### src/design/efe_pkg.sv
// shared types, constants and the crc-16 step function of the escaped frame encoder
package efe_pkg;

  // field widths
  localparam int unsigned BYTE_W = 8;
  localparam int unsigned CRC_W  = 16;

  // crc-16/ccitt-false seed
  localparam logic [CRC_W-1:0] CRC_SEED = 16'hFFFF;

  // register defaults
  localparam logic [BYTE_W-1:0] ESCAPE_RESET = 8'd92;
  localparam logic [BYTE_W-1:0] END_RESET    = 8'd0;

  // configuration register indexes
  localparam int unsigned      CFG_IDX_W      = 1;
  localparam logic [CFG_IDX_W-1:0] CFG_ESCAPE = 1'b0;
  localparam logic [CFG_IDX_W-1:0] CFG_END    = 1'b1;

  // default depth of the job queue between front and back
  localparam int unsigned QUEUE_DEPTH_DEF = 4;

  // one classified item as handed from front to back
  typedef struct packed {
    logic [BYTE_W-1:0] cmd;
    logic [BYTE_W-1:0] data;
    logic              first;
    logic              last;
    logic              add_crc;   // already qualified with last
    logic              data_dup;  // payload byte equals escape code
    logic              hi_dup;    // crc high byte equals escape code
    logic              lo_dup;    // crc low byte equals escape code
    logic [CRC_W-1:0]  crc;       // crc after this payload byte
  } efe_job_t;

  // output sequencer steps
  typedef enum logic [10:0] {
    ST_START     = 11'b000_0000_0001,
    ST_OPEN      = 11'b000_0000_0010,
    ST_CMD       = 11'b000_0000_0100,
    ST_DATA      = 11'b000_0000_1000,
    ST_DATA_DUP  = 11'b000_0001_0000,
    ST_CRC_HI    = 11'b000_0010_0000,
    ST_HI_DUP    = 11'b000_0100_0000,
    ST_CRC_LO    = 11'b000_1000_0000,
    ST_LO_DUP    = 11'b001_0000_0000,
    ST_CLOSE_ESC = 11'b010_0000_0000,
    ST_CLOSE_END = 11'b100_0000_0000
  } efe_step_t;

  // one byte of crc-16 (poly 0x1021, msb first, no reflection)
  function automatic logic [CRC_W-1:0] crc16_update(input logic [CRC_W-1:0] crc,
                                                    input logic [BYTE_W-1:0] byte_in);
    logic [CRC_W-1:0] c;
    c = {crc[7:0], crc[15:8]};
    c = c ^ {8'h00, byte_in};
    c = c ^ {12'h000, c[7:4]};
    c = c ^ {c[3:0], 12'h000};
    c = c ^ {3'b000, c[7:0], 5'b00000};
    return c;
  endfunction

endpackage

### src/design/efe_front.sv
// front part: accepts input transactions, runs the crc and classifies the job
module efe_front (
  input  logic                         clk,
  input  logic                         rst_n,
  input  logic                         in_valid,
  output logic                         in_ready,
  input  logic [efe_pkg::BYTE_W-1:0]   cmd_code,
  input  logic [efe_pkg::BYTE_W-1:0]   data_byte,
  input  logic                         first,
  input  logic                         last,
  input  logic                         add_crc,
  input  logic [efe_pkg::BYTE_W-1:0]   escape_code,
  input  logic                         q_full,
  output logic                         q_push,
  output efe_pkg::efe_job_t            q_job
);

  logic [efe_pkg::CRC_W-1:0] crc_r;
  logic [efe_pkg::CRC_W-1:0] crc_nxt;
  logic [efe_pkg::CRC_W-1:0] crc_base;

  assign in_ready = !q_full;
  assign q_push   = in_valid && !q_full;

  // crc after this byte, reseeded on a first byte
  assign crc_base = first ? efe_pkg::CRC_SEED : crc_r;
  assign crc_nxt  = efe_pkg::crc16_update(crc_base, data_byte);

  // classify the item for the back part
  always_comb begin
    q_job          = '0;
    q_job.cmd      = cmd_code;
    q_job.data     = data_byte;
    q_job.first    = first;
    q_job.last     = last;
    q_job.add_crc  = add_crc && last;
    q_job.data_dup = (data_byte == escape_code);
    q_job.hi_dup   = (crc_nxt[15:8] == escape_code);
    q_job.lo_dup   = (crc_nxt[7:0] == escape_code);
    q_job.crc      = crc_nxt;
  end

  // running crc of the current frame
  always_ff @(posedge clk) begin
    if (!rst_n) begin
      crc_r <= efe_pkg::CRC_SEED;
    end else if (q_push) begin
      crc_r <= crc_nxt;
    end
  end

endmodule

### src/design/efe_queue.sv
// short job queue between front and back
module efe_queue #(
  parameter int unsigned QUEUE_DEPTH = efe_pkg::QUEUE_DEPTH_DEF
) (
  input  logic              clk,
  input  logic              rst_n,
  input  logic              push,
  input  efe_pkg::efe_job_t push_job,
  output logic              full,
  input  logic              pop,
  output logic              empty,
  output efe_pkg::efe_job_t head_job
);

  localparam int unsigned PTR_W = (QUEUE_DEPTH > 1) ? $clog2(QUEUE_DEPTH) : 1;
  localparam int unsigned CNT_W = $clog2(QUEUE_DEPTH + 1);
  localparam logic [PTR_W-1:0] LAST_PTR = PTR_W'(QUEUE_DEPTH - 1);
  localparam logic [CNT_W-1:0] FULL_CNT = CNT_W'(QUEUE_DEPTH);

  efe_pkg::efe_job_t slot_r [QUEUE_DEPTH];
  logic [PTR_W-1:0]  wr_ptr_r;
  logic [PTR_W-1:0]  rd_ptr_r;
  logic [CNT_W-1:0]  cnt_r;
  logic [PTR_W-1:0]  wr_ptr_nxt;
  logic [PTR_W-1:0]  rd_ptr_nxt;
  logic [CNT_W-1:0]  cnt_nxt;
  logic              do_push;
  logic              do_pop;

  assign full     = (cnt_r == FULL_CNT);
  assign empty    = (cnt_r == '0);
  assign do_push  = push && !full;
  assign do_pop   = pop && !empty;
  assign head_job = slot_r[rd_ptr_r];

  // pointer and fill count update
  always_comb begin
    wr_ptr_nxt = wr_ptr_r;
    rd_ptr_nxt = rd_ptr_r;
    cnt_nxt    = cnt_r;
    if (do_push) begin
      wr_ptr_nxt = (wr_ptr_r == LAST_PTR) ? '0 : wr_ptr_r + 1'b1;
    end
    if (do_pop) begin
      rd_ptr_nxt = (rd_ptr_r == LAST_PTR) ? '0 : rd_ptr_r + 1'b1;
    end
    if (do_push && !do_pop) begin
      cnt_nxt = cnt_r + 1'b1;
    end else if (do_pop && !do_push) begin
      cnt_nxt = cnt_r - 1'b1;
    end
  end

  always_ff @(posedge clk) begin
    if (!rst_n) begin
      wr_ptr_r <= '0;
      rd_ptr_r <= '0;
      cnt_r    <= '0;
    end else begin
      wr_ptr_r <= wr_ptr_nxt;
      rd_ptr_r <= rd_ptr_nxt;
      cnt_r    <= cnt_nxt;
    end
  end

  // job storage
  always_ff @(posedge clk) begin
    if (do_push) begin
      slot_r[wr_ptr_r] <= push_job;
    end
  end

endmodule

### src/design/efe_back.sv
// back part: steps through the bytes of the head job into the output register
module efe_back (
  input  logic                        clk,
  input  logic                        rst_n,
  input  logic                        q_empty,
  input  efe_pkg::efe_job_t           head_job,
  output logic                        q_pop,
  input  logic [efe_pkg::BYTE_W-1:0]  escape_code,
  input  logic [efe_pkg::BYTE_W-1:0]  end_code,
  output logic                        out_valid,
  input  logic                        out_ready,
  output logic [efe_pkg::BYTE_W-1:0]  out_byte,
  output logic                        run_last,
  output logic                        frame_done
);

  efe_pkg::efe_step_t step_r;
  efe_pkg::efe_step_t step_cur;
  efe_pkg::efe_step_t step_nxt;
  logic                        fin;
  logic [efe_pkg::BYTE_W-1:0]  byte_cur;
  logic                        load;

  logic                        out_valid_r;
  logic [efe_pkg::BYTE_W-1:0]  out_byte_r;
  logic                        run_last_r;
  logic                        frame_done_r;

  // a fresh head job starts at the opening or at its payload byte
  always_comb begin
    if (step_r == efe_pkg::ST_START) begin
      step_cur = head_job.first ? efe_pkg::ST_OPEN : efe_pkg::ST_DATA;
    end else begin
      step_cur = step_r;
    end
  end

  // byte of the current step and the step after it
  always_comb begin
    byte_cur = head_job.data;
    step_nxt = efe_pkg::ST_START;
    fin      = 1'b0;
    case (step_cur)
      efe_pkg::ST_OPEN: begin
        byte_cur = escape_code;
        step_nxt = efe_pkg::ST_CMD;
      end
      efe_pkg::ST_CMD: begin
        byte_cur = head_job.cmd;
        step_nxt = efe_pkg::ST_DATA;
      end
      efe_pkg::ST_DATA, efe_pkg::ST_DATA_DUP: begin
        byte_cur = head_job.data;
        if (step_cur == efe_pkg::ST_DATA && head_job.data_dup) begin
          step_nxt = efe_pkg::ST_DATA_DUP;
        end else if (!head_job.last) begin
          fin = 1'b1;
        end else if (head_job.add_crc) begin
          step_nxt = efe_pkg::ST_CRC_HI;
        end else begin
          step_nxt = efe_pkg::ST_CLOSE_ESC;
        end
      end
      efe_pkg::ST_CRC_HI: begin
        byte_cur = head_job.crc[15:8];
        step_nxt = head_job.hi_dup ? efe_pkg::ST_HI_DUP : efe_pkg::ST_CRC_LO;
      end
      efe_pkg::ST_HI_DUP: begin
        byte_cur = head_job.crc[15:8];
        step_nxt = efe_pkg::ST_CRC_LO;
      end
      efe_pkg::ST_CRC_LO: begin
        byte_cur = head_job.crc[7:0];
        step_nxt = head_job.lo_dup ? efe_pkg::ST_LO_DUP : efe_pkg::ST_CLOSE_ESC;
      end
      efe_pkg::ST_LO_DUP: begin
        byte_cur = head_job.crc[7:0];
        step_nxt = efe_pkg::ST_CLOSE_ESC;
      end
      efe_pkg::ST_CLOSE_ESC: begin
        byte_cur = escape_code;
        step_nxt = efe_pkg::ST_CLOSE_END;
      end
      efe_pkg::ST_CLOSE_END: begin
        byte_cur = end_code;
        fin      = 1'b1;
      end
      default: begin
        byte_cur = head_job.data;
        step_nxt = efe_pkg::ST_START;
        fin      = 1'b0;
      end
    endcase
  end

  // emit one byte whenever a job is queued and the output register is free or being drained
  assign load  = !q_empty && (!out_valid_r || out_ready);
  assign q_pop = load && fin;

  always_ff @(posedge clk) begin
    if (!rst_n) begin
      step_r      <= efe_pkg::ST_START;
      out_valid_r <= 1'b0;
    end else begin
      if (load) begin
        step_r <= fin ? efe_pkg::ST_START : step_nxt;
      end
      if (load) begin
        out_valid_r <= 1'b1;
      end else if (out_ready) begin
        out_valid_r <= 1'b0;
      end
    end
  end

  // output payload register
  always_ff @(posedge clk) begin
    if (load) begin
      out_byte_r   <= byte_cur;
      run_last_r   <= fin;
      frame_done_r <= (step_cur == efe_pkg::ST_CLOSE_END);
    end
  end

  assign out_valid  = out_valid_r;
  assign out_byte   = out_byte_r;
  assign run_last   = run_last_r;
  assign frame_done = frame_done_r;

endmodule

### src/design/escaped_frame_encoder_crc16_unit.sv
// top level of the escaped frame encoder with crc-16/ccitt-false
//
// channel | direction | handshake          | payload
// --------+-----------+--------------------+-------------------------------------------
// in_     | slave     | in_tvalid/tready   | tdata cmd_code,data_byte; tuser first,add_crc
// out_    | master    | out_tvalid/tready  | tdata out_byte; tlast run_last; tuser frame_done
// cfg_    | slave     | cfg_valid/ready    | cfg_index, cfg_data (always ready)
//
// one output byte per cycle while a job is queued and out_tready is high; an item causes
// 1 byte for a plain byte, 2 when stuffed, up to 10 at frame edges, set by the back sequencer.
// the front takes one item per cycle while the job queue (QUEUE_DEPTH entries) has room.
// the output register holds its byte while out_tready is low; the queue absorbs the front.
// synchronous active-low reset clears the queue, sequencer, crc (0xffff) and output valid, and loads config defaults.
module escaped_frame_encoder_crc16_unit #(
  parameter int unsigned QUEUE_DEPTH = efe_pkg::QUEUE_DEPTH_DEF
) (
  input  logic                          clk,
  input  logic                          rst_n,
  // input stream
  input  logic                          in_tvalid,
  output logic                          in_tready,
  input  logic [15:0]                   in_tdata,   // [7:0] cmd_code, [15:8] data_byte
  input  logic                          in_tlast,   // last
  input  logic [1:0]                    in_tuser,   // [0] first, [1] add_crc
  // result stream
  output logic                          out_tvalid,
  input  logic                          out_tready,
  output logic [7:0]                    out_tdata,  // [7:0] out_byte
  output logic                          out_tlast,  // run_last
  output logic                          out_tuser,  // [0] frame_done
  // configuration writes
  input  logic                          cfg_valid,
  output logic                          cfg_ready,
  input  logic [efe_pkg::CFG_IDX_W-1:0] cfg_index,
  input  logic [efe_pkg::BYTE_W-1:0]    cfg_data
);

  logic [efe_pkg::BYTE_W-1:0] escape_code_r;
  logic [efe_pkg::BYTE_W-1:0] end_code_r;
  logic                       q_full;
  logic                       q_empty;
  logic                       q_push;
  logic                       q_pop;
  efe_pkg::efe_job_t          q_job;
  efe_pkg::efe_job_t          head_job;

  // configuration registers
  assign cfg_ready = 1'b1;

  always_ff @(posedge clk) begin
    if (!rst_n) begin
      escape_code_r <= efe_pkg::ESCAPE_RESET;
      end_code_r    <= efe_pkg::END_RESET;
    end else if (cfg_valid) begin
      case (cfg_index)
        efe_pkg::CFG_ESCAPE: escape_code_r <= cfg_data;
        efe_pkg::CFG_END:    end_code_r    <= cfg_data;
        default: begin
          escape_code_r <= escape_code_r;
        end
      endcase
    end
  end

  // accept and classify
  efe_front u_front (
    .clk         (clk),
    .rst_n       (rst_n),
    .in_valid    (in_tvalid),
    .in_ready    (in_tready),
    .cmd_code    (in_tdata[7:0]),
    .data_byte   (in_tdata[15:8]),
    .first       (in_tuser[0]),
    .last        (in_tlast),
    .add_crc     (in_tuser[1]),
    .escape_code (escape_code_r),
    .q_full      (q_full),
    .q_push      (q_push),
    .q_job       (q_job)
  );

  // job queue
  efe_queue #(
    .QUEUE_DEPTH (QUEUE_DEPTH)
  ) u_queue (
    .clk      (clk),
    .rst_n    (rst_n),
    .push     (q_push),
    .push_job (q_job),
    .full     (q_full),
    .pop      (q_pop),
    .empty    (q_empty),
    .head_job (head_job)
  );

  // byte sequencer and output register
  efe_back u_back (
    .clk         (clk),
    .rst_n       (rst_n),
    .q_empty     (q_empty),
    .head_job    (head_job),
    .q_pop       (q_pop),
    .escape_code (escape_code_r),
    .end_code    (end_code_r),
    .out_valid   (out_tvalid),
    .out_ready   (out_tready),
    .out_byte    (out_tdata),
    .run_last    (out_tlast),
    .frame_done  (out_tuser)
  );

endmodule
### config.mk
export PLATFORM = sky130hd
export DESIGN_NAME = escaped_frame_encoder_crc16_unit
export DESIGN_NICKNAME = d
export VERILOG_FILES = /design/src/design/efe_pkg.sv /design/src/design/efe_front.sv /design/src/design/efe_queue.sv /design/src/design/efe_back.sv /design/src/design/escaped_frame_encoder_crc16_unit.sv
export SDC_FILE = /design/constraint.sdc
export NUM_CORES = 1
export LEC_CHECK = 0
export BUFFER_PORTS_ARGS = -buffer_cell sky130_fd_sc_hd__buf_2
export CORE_ASPECT_RATIO = 1.75
export CORE_UTILIZATION = 40
export DETAILED_ROUTE_END_ITERATION = 8
export GPL_TIMING_DRIVEN = 0
export PLACE_DENSITY = 0.68
export SKIP_LAST_GASP = 1
export SYNTH_ARGS = -nofsm -noshare
export SYNTH_HDL_FRONTEND = slang
export SYNTH_HIERARCHICAL = 1
export SYNTH_SLANG_ARGS = --single-unit
### constraint.sdc
create_clock -name clk -period 4.1 [get_ports clk]
set_input_delay 0.41 -clock clk [delete_from_list [all_inputs] [get_ports clk]]
set_output_delay 0.41 -clock clk [all_outputs]
set_load 0.02 [all_outputs]
# --- After elaboration in Yosys (flattened, before gate mapping) ---
# Memories as Yosys holds them, arrays and structs flattened. A register that Yosys moved wholly into a read port is not among the register bits.
# Cells that the tools add are included.
word_totals:
  n_memories: 1
  elab_cells: 86
  reg_bits: 61
  ram_bits: 152
  input_bits: 33
  out_inout_bits: 13
classes:
  bitwise_logic: 5
  n_reduce_logical: 24
  n_eq_ne: 17
  add_sub_neg: 4
  muxes: 24
memory_table:
  columns: ["memory", "words", "width", "read_ports", "rd_ports_with_merged_regs", "wr", "line_no", "rtl"]
  rows:
  - ["u_queue.slot_r", 4, 38, 1, 1, 1, "efe_queue.sv:20", "efe_pkg::efe_job_t slot_r [QUEUE_DEPTH];"]
op_table:
  columns: ["cell", "count"]
  rows:
  - ["$pmux W11 S8", 1]
  - ["$mux W11", 4]
  - ["$pmux W8 S5", 1]
  - ["$eq A8 B8 Y1", 3]
  - ["$mux W10", 2]
  - ["$mux W16", 1]
  - ["$xor A16 B13 Y16", 1]
  - ["$xor A16 B16 Y16", 1]
  - ["$xor A16 B4 Y16", 1]
  - ["$xor A16 B8 Y16", 1]
  - ["$eq A11 B1 Y1 const B", 1]
  - ["$eq A11 B10 Y1 const B", 1]
  - ["$eq A11 B11 Y1 const B", 1]
  - ["$eq A11 B2 Y1 const B", 1]
  - ["$eq A11 B3 Y1 const B", 1]
  - ["$eq A11 B4 Y1 const B", 1]
  - ["$eq A11 B5 Y1 const B", 1]
  - ["$eq A11 B6 Y1 const B", 1]
  - ["$eq A11 B7 Y1 const B", 1]
  - ["$eq A11 B8 Y1 const B", 1]
  - ["$eq A11 B9 Y1 const B", 1]
  - ["$logic_and A1 B1 Y1", 9]
  - ["$mux W2", 4]
  - ["$mux W8", 1]
  - ["other kinds (16)", 33]

# --- Depth between registers and ports, before layout ---
# Gate-level depths: netlist (run 1).
logic_depth:
  ltp_word: 11
  depth_mapped: 15
  mapped_depth_nobuf: 13

# --- Cells and area by module ---
# Netlist (run 1), hierarchy kept.
modules_own_cells:
  columns: ["module", "seq_area_each_um2", "area_per_inst_um2", "instances", "cells_per_inst"]
  rows:
  - ["efe_queue", 4744.6, 5978.2, 1, 249]
  - ["efe_front", 320.3, 1727.9, 1, 184]
  - ["efe_back", 520.5, 1501.4, 1, 160]
  - ["escaped_frame_encoder_crc16_unit", 320.3, 665.6, 1, 70]

# --- Least setup slack after synthesis (run 1) ---
# No wires, ideal clock.
synth_timing:
  path_kind: "flip-flop to flip-flop"
  start: "register (tool-made name)"
  end: "register u_queue.cnt_r[2]"
  path_slack_ps: 1013
  required_ps: 4024
  stages_incl_launch_ff: 16
  setup_time_ps: 76
  arrival_ps: 3011
  cell_sequence: "dfxtp_1 buf_6 buf_12 mux4_2 nor3b_1 nor2_1 o31ai_1 a41o_1 and2_1 o31ai_1 ha_1 inv_1 fa_1 xor2_1 or3_1 a21boi_0"
synth_lines:
  columns: ["element", "line_no", "rtl"]
  rows:
  - ["end signal: assignment", "efe_queue.sv:62", "cnt_r <= cnt_nxt;"]
  - ["end: declaration", "efe_queue.sv:23", "logic [CNT_W-1:0] cnt_r;"]

==> results of run 1 <==
[worst max-delay path, cell delays in order (launching register included)]
cell	delay (ns)
dfxtp_1	0.33
buf_2	0.31
buf_2	0.34
mux4_2	0.41
nor3b_1	0.29
nor2_1	0.07
o31ai_1	0.28
a41o_1	0.25
and2_1	0.14
o31ai_1	0.14
ha_1	0.24
inv_1	0.07
fa_1	0.17
xor2_1	0.08
or3_1	0.30
a21boi_0	0.16
[cells in the final DEF (no fill, tap or decap), types with 8 or more instances in the layout]
cell	synthesis	routed
edfxtp_1	162	162
nand2_1	62	62
dfxtp_1	52	52
buf_2	11	40
mux4_2	38	38
xnor2_1	29	29
nor2_1	27	27
buf_4	21	21
clkbuf_16	0	19
clkbuf_1	13	17
a22o_1	16	16
inv_1	15	15
nand4_1	15	15
mux2i_1	14	14
a211o_1	12	12
nand3_1	12	12
xnor3_1	11	11
nor3_1	10	10
nor2b_1	10	10
xor2_1	10	10
a21boi_0	9	9
o211ai_1	8	8
o21ai_0	8	8
buf_12	4	8
mux2_4	8	8
[power by group]
part | internal, uW | switching, uW
Sequential | 2870 | 162
Combinational | 893 | 1120
Clock | 959 | 753
[cells in the mapped netlist (4+ instances only)]
library cell and instances:
o21ai_1 5, ha_1 6, dfxtp_1 52, xor2_1 10
buf_12 4, buf_2 11, a211o_1 12, inv_1 15
nor2b_1 10, mux4_2 38, nor2_1 27, nand4_1 15
buf_6 5, a22o_1 16, clkbuf_1 13, edfxtp_1 162
nand3b_1 6, nand2_1 62, nand2b_1 5, o211ai_1 8
nor3_1 10, xnor3_1 11, xnor2_1 29, and2_1 10
a21boi_0 9, mux2i_1 14, buf_4 21, mux2_4 8
nand3_1 12, o21ai_0 8
[cells by family (layout without fill, tap and decap cells)]
family / Yosys count / in the layout
compound gates: 72 / 72
xor+xnor: 59 / 59
fa+ha+maj: 7 / 7
buf+inv: 70 / 137
flops: 214 / 214
mux: 62 / 62
other cells: 1 / 1
simple gates: 178 / 178
[area by class of cell]
class / count / share of cell area, %
timing repair buffer: 33 / 2.032
inverter: 15 / 0.5080
multi-input combinational: 379 / 31.71
clock buffer: 25 / 4.674
clock inverter: 9 / 0.6886
sequential: 214 / 53.29
tap: 308 / 3.477
buffer: 55 / 3.624
[routing by layer]
layer  up-vias  track usage [%]
met1      2838            18.33
met4         0            10.34
met2       108            32.58
li1       2586                -
met5         -                0
met3        51            1.902
[per-stage QoR]
step                cell area, um^2  setup slack [ns]  power, uW
floorplan                      9873             1.013       4517
global placement              10400          -0.04488       5040
detailed placement            10490            0.4226       5103
CTS                           11080            0.3927       6823
global route                  11080            0.1924       7070
finish                        11080            0.4544       6753
[registers in the layout, summed over array words and instances (netlist names), named ones only]
register           flops
u_queue/slot_r       152
u_front/crc_r         16
u_back/step_r         10
end_code_r             8
escape_code_r          8
u_back/out_byte        8
u_queue/cnt_r          3
u_queue/rd_ptr_r       2
u_queue/wr_ptr_r       2
u_back/frame_done      1
u_back/out_valid       1
u_back/run_last        1
[worst min path at each step]
stage,slack (ns),from,cells after the start,to
after floorplan,0.43,end_code_r[3],2,end_code_r[3]
after detailed placement,0.46,end_code_r[3],2,end_code_r[3]
after global placement,0.45,end_code_r[3],2,end_code_r[3]
after global routing,0.10,in_tuser[0],1,u_queue/slot_r[0][21]
final,0.12,in_tuser[0],1,u_queue/slot_r[0][21]
after CTS,0.10,in_tuser[0],1,u_queue/slot_r[0][21]
==> summary.txt, run 1 <==
Status
  • Status: finished clean

Job
  • MaxCap Viol Count: 0

Timing
  • Final setup viols: 0
  • Worst Hold Slack: 0.1202 ns
  • Clock Skew: 0.01869 ns
  • Fin. Hold Viols: 0
  • Fmax achieved: 274.3 MHz
  • Max Slew Vio Count: 0
  • Setup TNS: 0 ns
  • Unrepaired setup endpoints after global routing: false
  • Final period util: 88.92%
  • Relative slew slack: 25.86%
  • Tmin final: 3.646 ns
  • Least-Margin Pin Slew: 1.102 ns

Critical path
  • Reg2reg setup slack: 0.45 ns
  • Crit end category: flop
  • Worst EP arrival: 4.06 ns
  • R2R depth: 15
  • CP endpoint: u_queue/cnt_r[2]
  • CP Data Required Time: 4.52 ns
  • Critical-path maximum fanout: 10
  • End of the worst register-to-register path: u_queue/cnt_r[2]
  • CP Launch Type: flop
  • Type of the worst setup path: flop to flop

Floorplanning
  • Starting Density: 40.94%
  • Die height: 209.8 um
  • Placement row count: 75
  • Die ar.: 25340 um^2
  • IO Pins: 46
  • Die W: 120.8 um
  • Core ar.: 24120 um^2

Placement
  • Hpwl dp: 15.27 mm
  • Number of buffers added on ports: 29
  • GP Congestion: 0.8456
  • Post-Place Cells: 1004

Power
  • P per Cell Area: 609.3 nW/um^2
  • Leakage: 0.004030 uW
  • Peak VDD IR: 0.0002642 V

CTS
  • Worst-case clock buffer depth: 3
  • Htree depth: 1
  • CTS Hold Bufs: 0
  • CTS Buf Count: 19
  • Post-CTS Resized: 0
  • Clock latency on the worst-skew pair: 0.49 ns
  • Worst-path clk slew: 0.07 ns
  • Setup bufs post-CTS: 0
  • TritonCTS Sinks: 214
  • Root buffer selected by CTS: clkbuf_16
  • TritonCTS clock tree: done

Synthesis
  • Register area share after synthesis: 59.81%
  • Mux share of post-synthesis cell area: 11.53%
  • Gate Count Post-Synth: 663
  • Largest family of logic cells by synthesized area: multiplexers
  • Yosys top cell by area: edfxtp_1
  • Synth area leaders: edfxtp_1, dfxtp_1, mux4_2
  • Syn nets: 703
  • Synth warn: 6
  • Avg Inst Size Synth: 14.89 um^2
  • Synth Flop Type: edfxtp_1
  • Post-Synth Simple-Gate Area: 9.276%
  • Compound-cell area share of the yosys netlist: 5.829%
  • Post-synth top area share: 49.27%
  • Ys async rst share: 0%
  • Number of synthesized register bits: 214
  • Adder-cell share of the synthesized area: 0.9631%
  • Post-synthesis cell area: 9873 um^2
  • Count of distinct cell types in the synthesized netlist: 63
  • EDFF count, synth: 162
  • Post-Synth XOR/XNOR Area: 7.908%

Routing
  • Top sig layer: met4
  • DRC: 0
  • Starting DRT DRC Count: 364
  • Initial DRT Pass Iterations: 4
  • Routed via count: 5583
  • WL met2: 11.79 mm
  • Post-route antenna net violation count: 0
  • Met3 routed WL: 616 um
  • Vias/cell: 5.379
  • Routed len/inst: 20.53 um
  • Met1 WL: 7.623 mm
  • Final WL: 21.32 mm

Global route
  • Total gr overflow: 0
  • First-pass GRT wire length: 32.97 mm
  • Initial antenna violation count: 0
  • GR Util All Layers: 17.37%
  • Vias in the first global route: 5803
  • Largest net degree at the start of global routing: 33

Finish
  • Multi-input logic area: 3515 um^2
  • Fin util: 45.96%
  • Share of layout cells above drive strength 1: 23.56%
  • NumNets Final: 757
  • Fill cells: 2078
  • Layout area overhead: 12.25%
  • Number of antenna repair diodes: 0
  • Final Instance Count excl. Fillers: 1038
  • Register area: 5906 um^2

Hold path
  • HP Class: input port to flop
Power figures use the tool's default switching activity.
==> inputs of run 2 (changes only) <==
--- a/config.mk
+++ b/config.mk
@@ -14,5 +14,4 @@
 export SKIP_LAST_GASP = 1
 export SYNTH_ARGS = -nofsm -noshare
 export SYNTH_HDL_FRONTEND = slang
-export SYNTH_HIERARCHICAL = 1
 export SYNTH_SLANG_ARGS = --single-unit
==> run 2 against run 1 <==
Critical path type unchanged. Sequential share of layout area grew 1.4 points. Total power shrank 3.6%. Largest cell class unchanged. Area after synthesis shrank 4.1%.
==> summary.txt, run 2 <==
Status
  • Status: finished clean

Floorplanning
  • Core ar.: 23330 um^2 (-3.3%)
  • Placement row count: 74 (-1.3%)
  • Starting Density: 40.59% (-0.34 points)
  • Die height: 205.6 um (-2.0%)
  • IO Pins: 46 (unchanged)
  • Die ar.: 24320 um^2 (-4.0%)
  • Die W: 118.3 um (-2.0%)

Timing
  • Least-Margin Pin Slew: 0.9523 ns (-0.1496 ns)
  • Unrepaired setup endpoints after global routing: false
  • Relative slew slack: 36.51% (+11 points)
  • Max Slew Vio Count: 0 (unchanged)
  • Fmax achieved: 290.4 MHz (+5.9%)
  • Clock Skew: 0.02274 ns (+0.004045 ns)
  • Tmin final: 3.443 ns (-0.2023 ns)
  • Final setup viols: 0 (unchanged)
  • Setup TNS: 0 ns (unchanged)
  • Worst Hold Slack: 0.1250 ns (+0.004829 ns)
  • Fin. Hold Viols: 0 (unchanged)
  • Final period util: 83.98% (-4.9 points)

Placement
  • GP Congestion: 0.9166 (+8.4%)
  • Placed inst area: 10160 um^2 (-3.2%)
  • Hpwl dp: 15.87 mm (+3.9%)
  • Number of buffers added on ports: 44 (+52%)

Critical path
  • Reg2reg setup slack: 0.66 ns (+0.20 ns)
  • CP bufs+invs: 2 (-1)
  • R2R depth: 12 (-3)
  • Critical-path maximum fanout: 10 (unchanged)
  • Crit path cell chain: clkbuf_1 -> mux2i_1 -> nand3b_1 -> a21oi_1 -> o31ai_1 -> nand2_1 -> ha_1 -> inv_1 -> fa_1 -> xor2_1 -> or3_1 -> a21oi_1
  • CP dominant cell by count: a21oi_1
  • Top Family by Delay on Critical Path: compound AO/OA/AOI/OAI gates
  • Stages on worst setup path: 12 (-3)
  • Worst path slowest cell: clkbuf_1
  • Type of the worst setup path: flop to flop
  • Worst EP arrival: 3.85 ns (-0.21 ns)
  • Crit end category: flop
  • Max stage delay on crit path: 0.60 ns (+0.19 ns)
  • CP Data Required Time: 4.51 ns (about the same)
  • End of the worst register-to-register path: u_queue.cnt_r[2]
  • CP Launch Type: flop

CTS
  • TritonCTS clock tree: done
  • Clock latency on the worst-skew pair: 0.51 ns (+0.02 ns)
  • Htree depth: 1 (unchanged)
  • Root buffer selected by CTS: clkbuf_16
  • TritonCTS Sinks: 214 (unchanged)
  • Worst-path clk slew: 0.06 ns (about the same)
  • Post-CTS Resized: 0 (unchanged)
  • CTS Hold Bufs: 0 (unchanged)
  • Setup bufs post-CTS: 0 (unchanged)
  • CTS Buf Count: 20 (+1)
  • Worst-case clock buffer depth: 3 (unchanged)

Power
  • P per Cell Area: 602.0 nW/um^2 (-1.2%)
  • Peak VDD IR: 0.0002687 V (+1.7%)
  • Sequential fraction of design power: 44.8% (about the same)
  • Leakage: 0.003811 uW (-5.4%)
  • Logic pwr share: 27.2% (-2.6 points)
  • P_sw: 1969 uW (-3.3%)
  • Sw Ratio: 30.26% (+0.11 points)
  • Clock power frac: 28.0% (+2.7 points)
  • Internal power: 4538 uW (-3.8%)

Routing
  • DRC: 0 (unchanged)
  • WL met2: 12.02 mm (+2.0%)
  • Starting DRT DRC Count: 445 (+22%)
  • Final WL: 21.47 mm (+0.70%)
  • Vias/cell: 5.405 (+0.50%)
  • Post-route antenna net violation count: 0 (unchanged)
  • Met1 WL: 7.564 mm (-0.77%)
  • Top sig layer: met4
  • Initial DRT Pass Iterations: 5 (+1)
  • Met3 routed WL: 878 um (+43%)
  • Routed via count: 5773 (+3.4%)
  • Routed len/inst: 20.10 um (-2.1%)

Global route
  • First-pass GRT wire length: 33.24 mm (+0.82%)
  • Total gr overflow: 0 (unchanged)
  • Vias in the first global route: 5957 (+2.7%)
  • Largest net degree at the start of global routing: 27 (-18%)
  • Initial antenna violation count: 0 (unchanged)
  • GR Util All Layers: 18.15% (+0.78 points)

Synthesis
  • EDFF count, synth: 162 (unchanged)
  • Gate Count Post-Synth: 680 (+2.6%)
  • Most common cell in the netlist: edfxtp_1
  • Synth cell count leaders: edfxtp_1, nand2_1, dfxtp_1, mux4_2, inv_1
  • Syn nets: 720 (+2.4%)
  • Register area share after synthesis: 62.35% (+2.5 points)
  • Synth area leaders: edfxtp_1, dfxtp_1, mux4_2
  • Count of distinct cell types in the synthesized netlist: 60 (-4.8%)
  • Post-synth top area share: 51.36% (+2.1 points)
  • Number of synthesized register bits: 214 (unchanged)
  • Avg Inst Size Synth: 13.93 um^2 (-6.5%)
  • Ys async rst share: 0% (unchanged)
  • Synth warn: 0 (-6)
  • Synth Flop Type: edfxtp_1
  • Yosys top cell by area: edfxtp_1
  • Post-synthesis cell area: 9472 um^2 (-4.1%)

Hold path
  • Hold path endpoint: u_queue.slot_r[2][35]
  • HP Class: input port to flop
  • Worst hold path depth: 1 (unchanged)
  • Min-delay src: in_tdata[5]

Finish
  • Multi-input logic area: 3269 um^2 (-7.0%)
  • NumNets Final: 790 (+4.4%)
  • Register area: 5906 um^2 (unchanged)
  • Share of layout cells above drive strength 1: 18.46% (-5.1 points)
  • Fill cells: 2100 (+1.1%)
  • Finished Cell Area: 10810 um^2 (-2.5%)
  • Number of antenna repair diodes: 0 (unchanged)
  • Top Registers: u_queue.slot_r: 152 flops, u_front.crc_r: 16 flops, u_back.step_r: 10 flops
  • Max reg flops: 152 (unchanged)
  • Biggest register: u_queue.slot_r
  • Commonest cells after routing, fill and taps aside: edfxtp_1, nand2_1, dfxtp_1, buf_2, mux4_2
  • Commonest non-fill, non-tap cell in the layout: edfxtp_1
  • Layout area overhead: 14.12%

Job
  • MaxCap Viol Count: 0 (unchanged)
-- run 2: cell count changes after synthesis, moves of 10 or more --
cell      delta
clkbuf_1    +14
inv_1       +21
nand3_1     +10
buf_4       -20
nand4_1     -12
a22o_1      -16
a21oi_1     +23
-- run 2: worst max-delay path by stage --
stage / startpoint / slack [ns] / end
after floorplan: flop / 1.31 / u_queue.cnt_r[2]
after global placement: flop / 0.71 / u_queue.cnt_r[2]
after detailed placement: flop / 0.66 / u_queue.cnt_r[2]
after CTS: flop / 0.63 / u_queue.cnt_r[2]
after global routing: flop / 0.44 / u_queue.cnt_r[2]
final: flop / 0.66 / u_queue.cnt_r[2]
-- run 2: stage by stage --
stage                     instances  utilization [%]  worst slack (ns)  power (uW)
after CTS                      1068            46.33            0.6314        6540
after detailed placement       1032            43.53            0.6552        4738
final                          1068            46.33            0.6567        6507
after global routing           1068            46.33            0.4395        6783
after floorplan                 680                -             1.308        4190
after global placement         1028            43.17            0.7127        4682
-- run 2: metal layers --
layer  global-route usage, %  up-vias
met5                       0        -
met2                   35.84      188
met4                   9.295        0
li1                        -     2668
met1                   18.47     2858
met3                   2.106       59
-- run 2: area by class of cell --
type / instances / area share, %
repair buffers: 48 / 2.778
multi-input cells: 392 / 30.25
plain buffers: 37 / 1.505
inverters: 37 / 1.285
flip-flops and latches: 214 / 54.64
clock inverters: 4 / 0.2315
clock buffers: 32 / 5.799
well taps: 304 / 3.519
-- run 2: kinds of logic (layout without fill, tap and decap cells) --
group	count (synthesis)	count (layout)	synth area share, %
adders and majority gates	7	7	1.004
other	1	1	0.03959
buffers and inverters	74	158	3.184
muxes	47	47	10.04
xor gates and xnor gates	58	58	7.120
DFF	214	214	62.35
AOI/OAI and AO/OA	86	86	6.129
and+or+nand+nor	193	193	10.13
-- run 2: power groups by stage --
stage	sequential [uW]	clock [uW]	combinational [uW]
after CTS	2920	1840	1780
after detailed placement	2960	0	1770
after floorplan	3000	0	1190
after global routing	2950	1920	1920
final	2920	1820	1770
after global placement	2960	0	1720
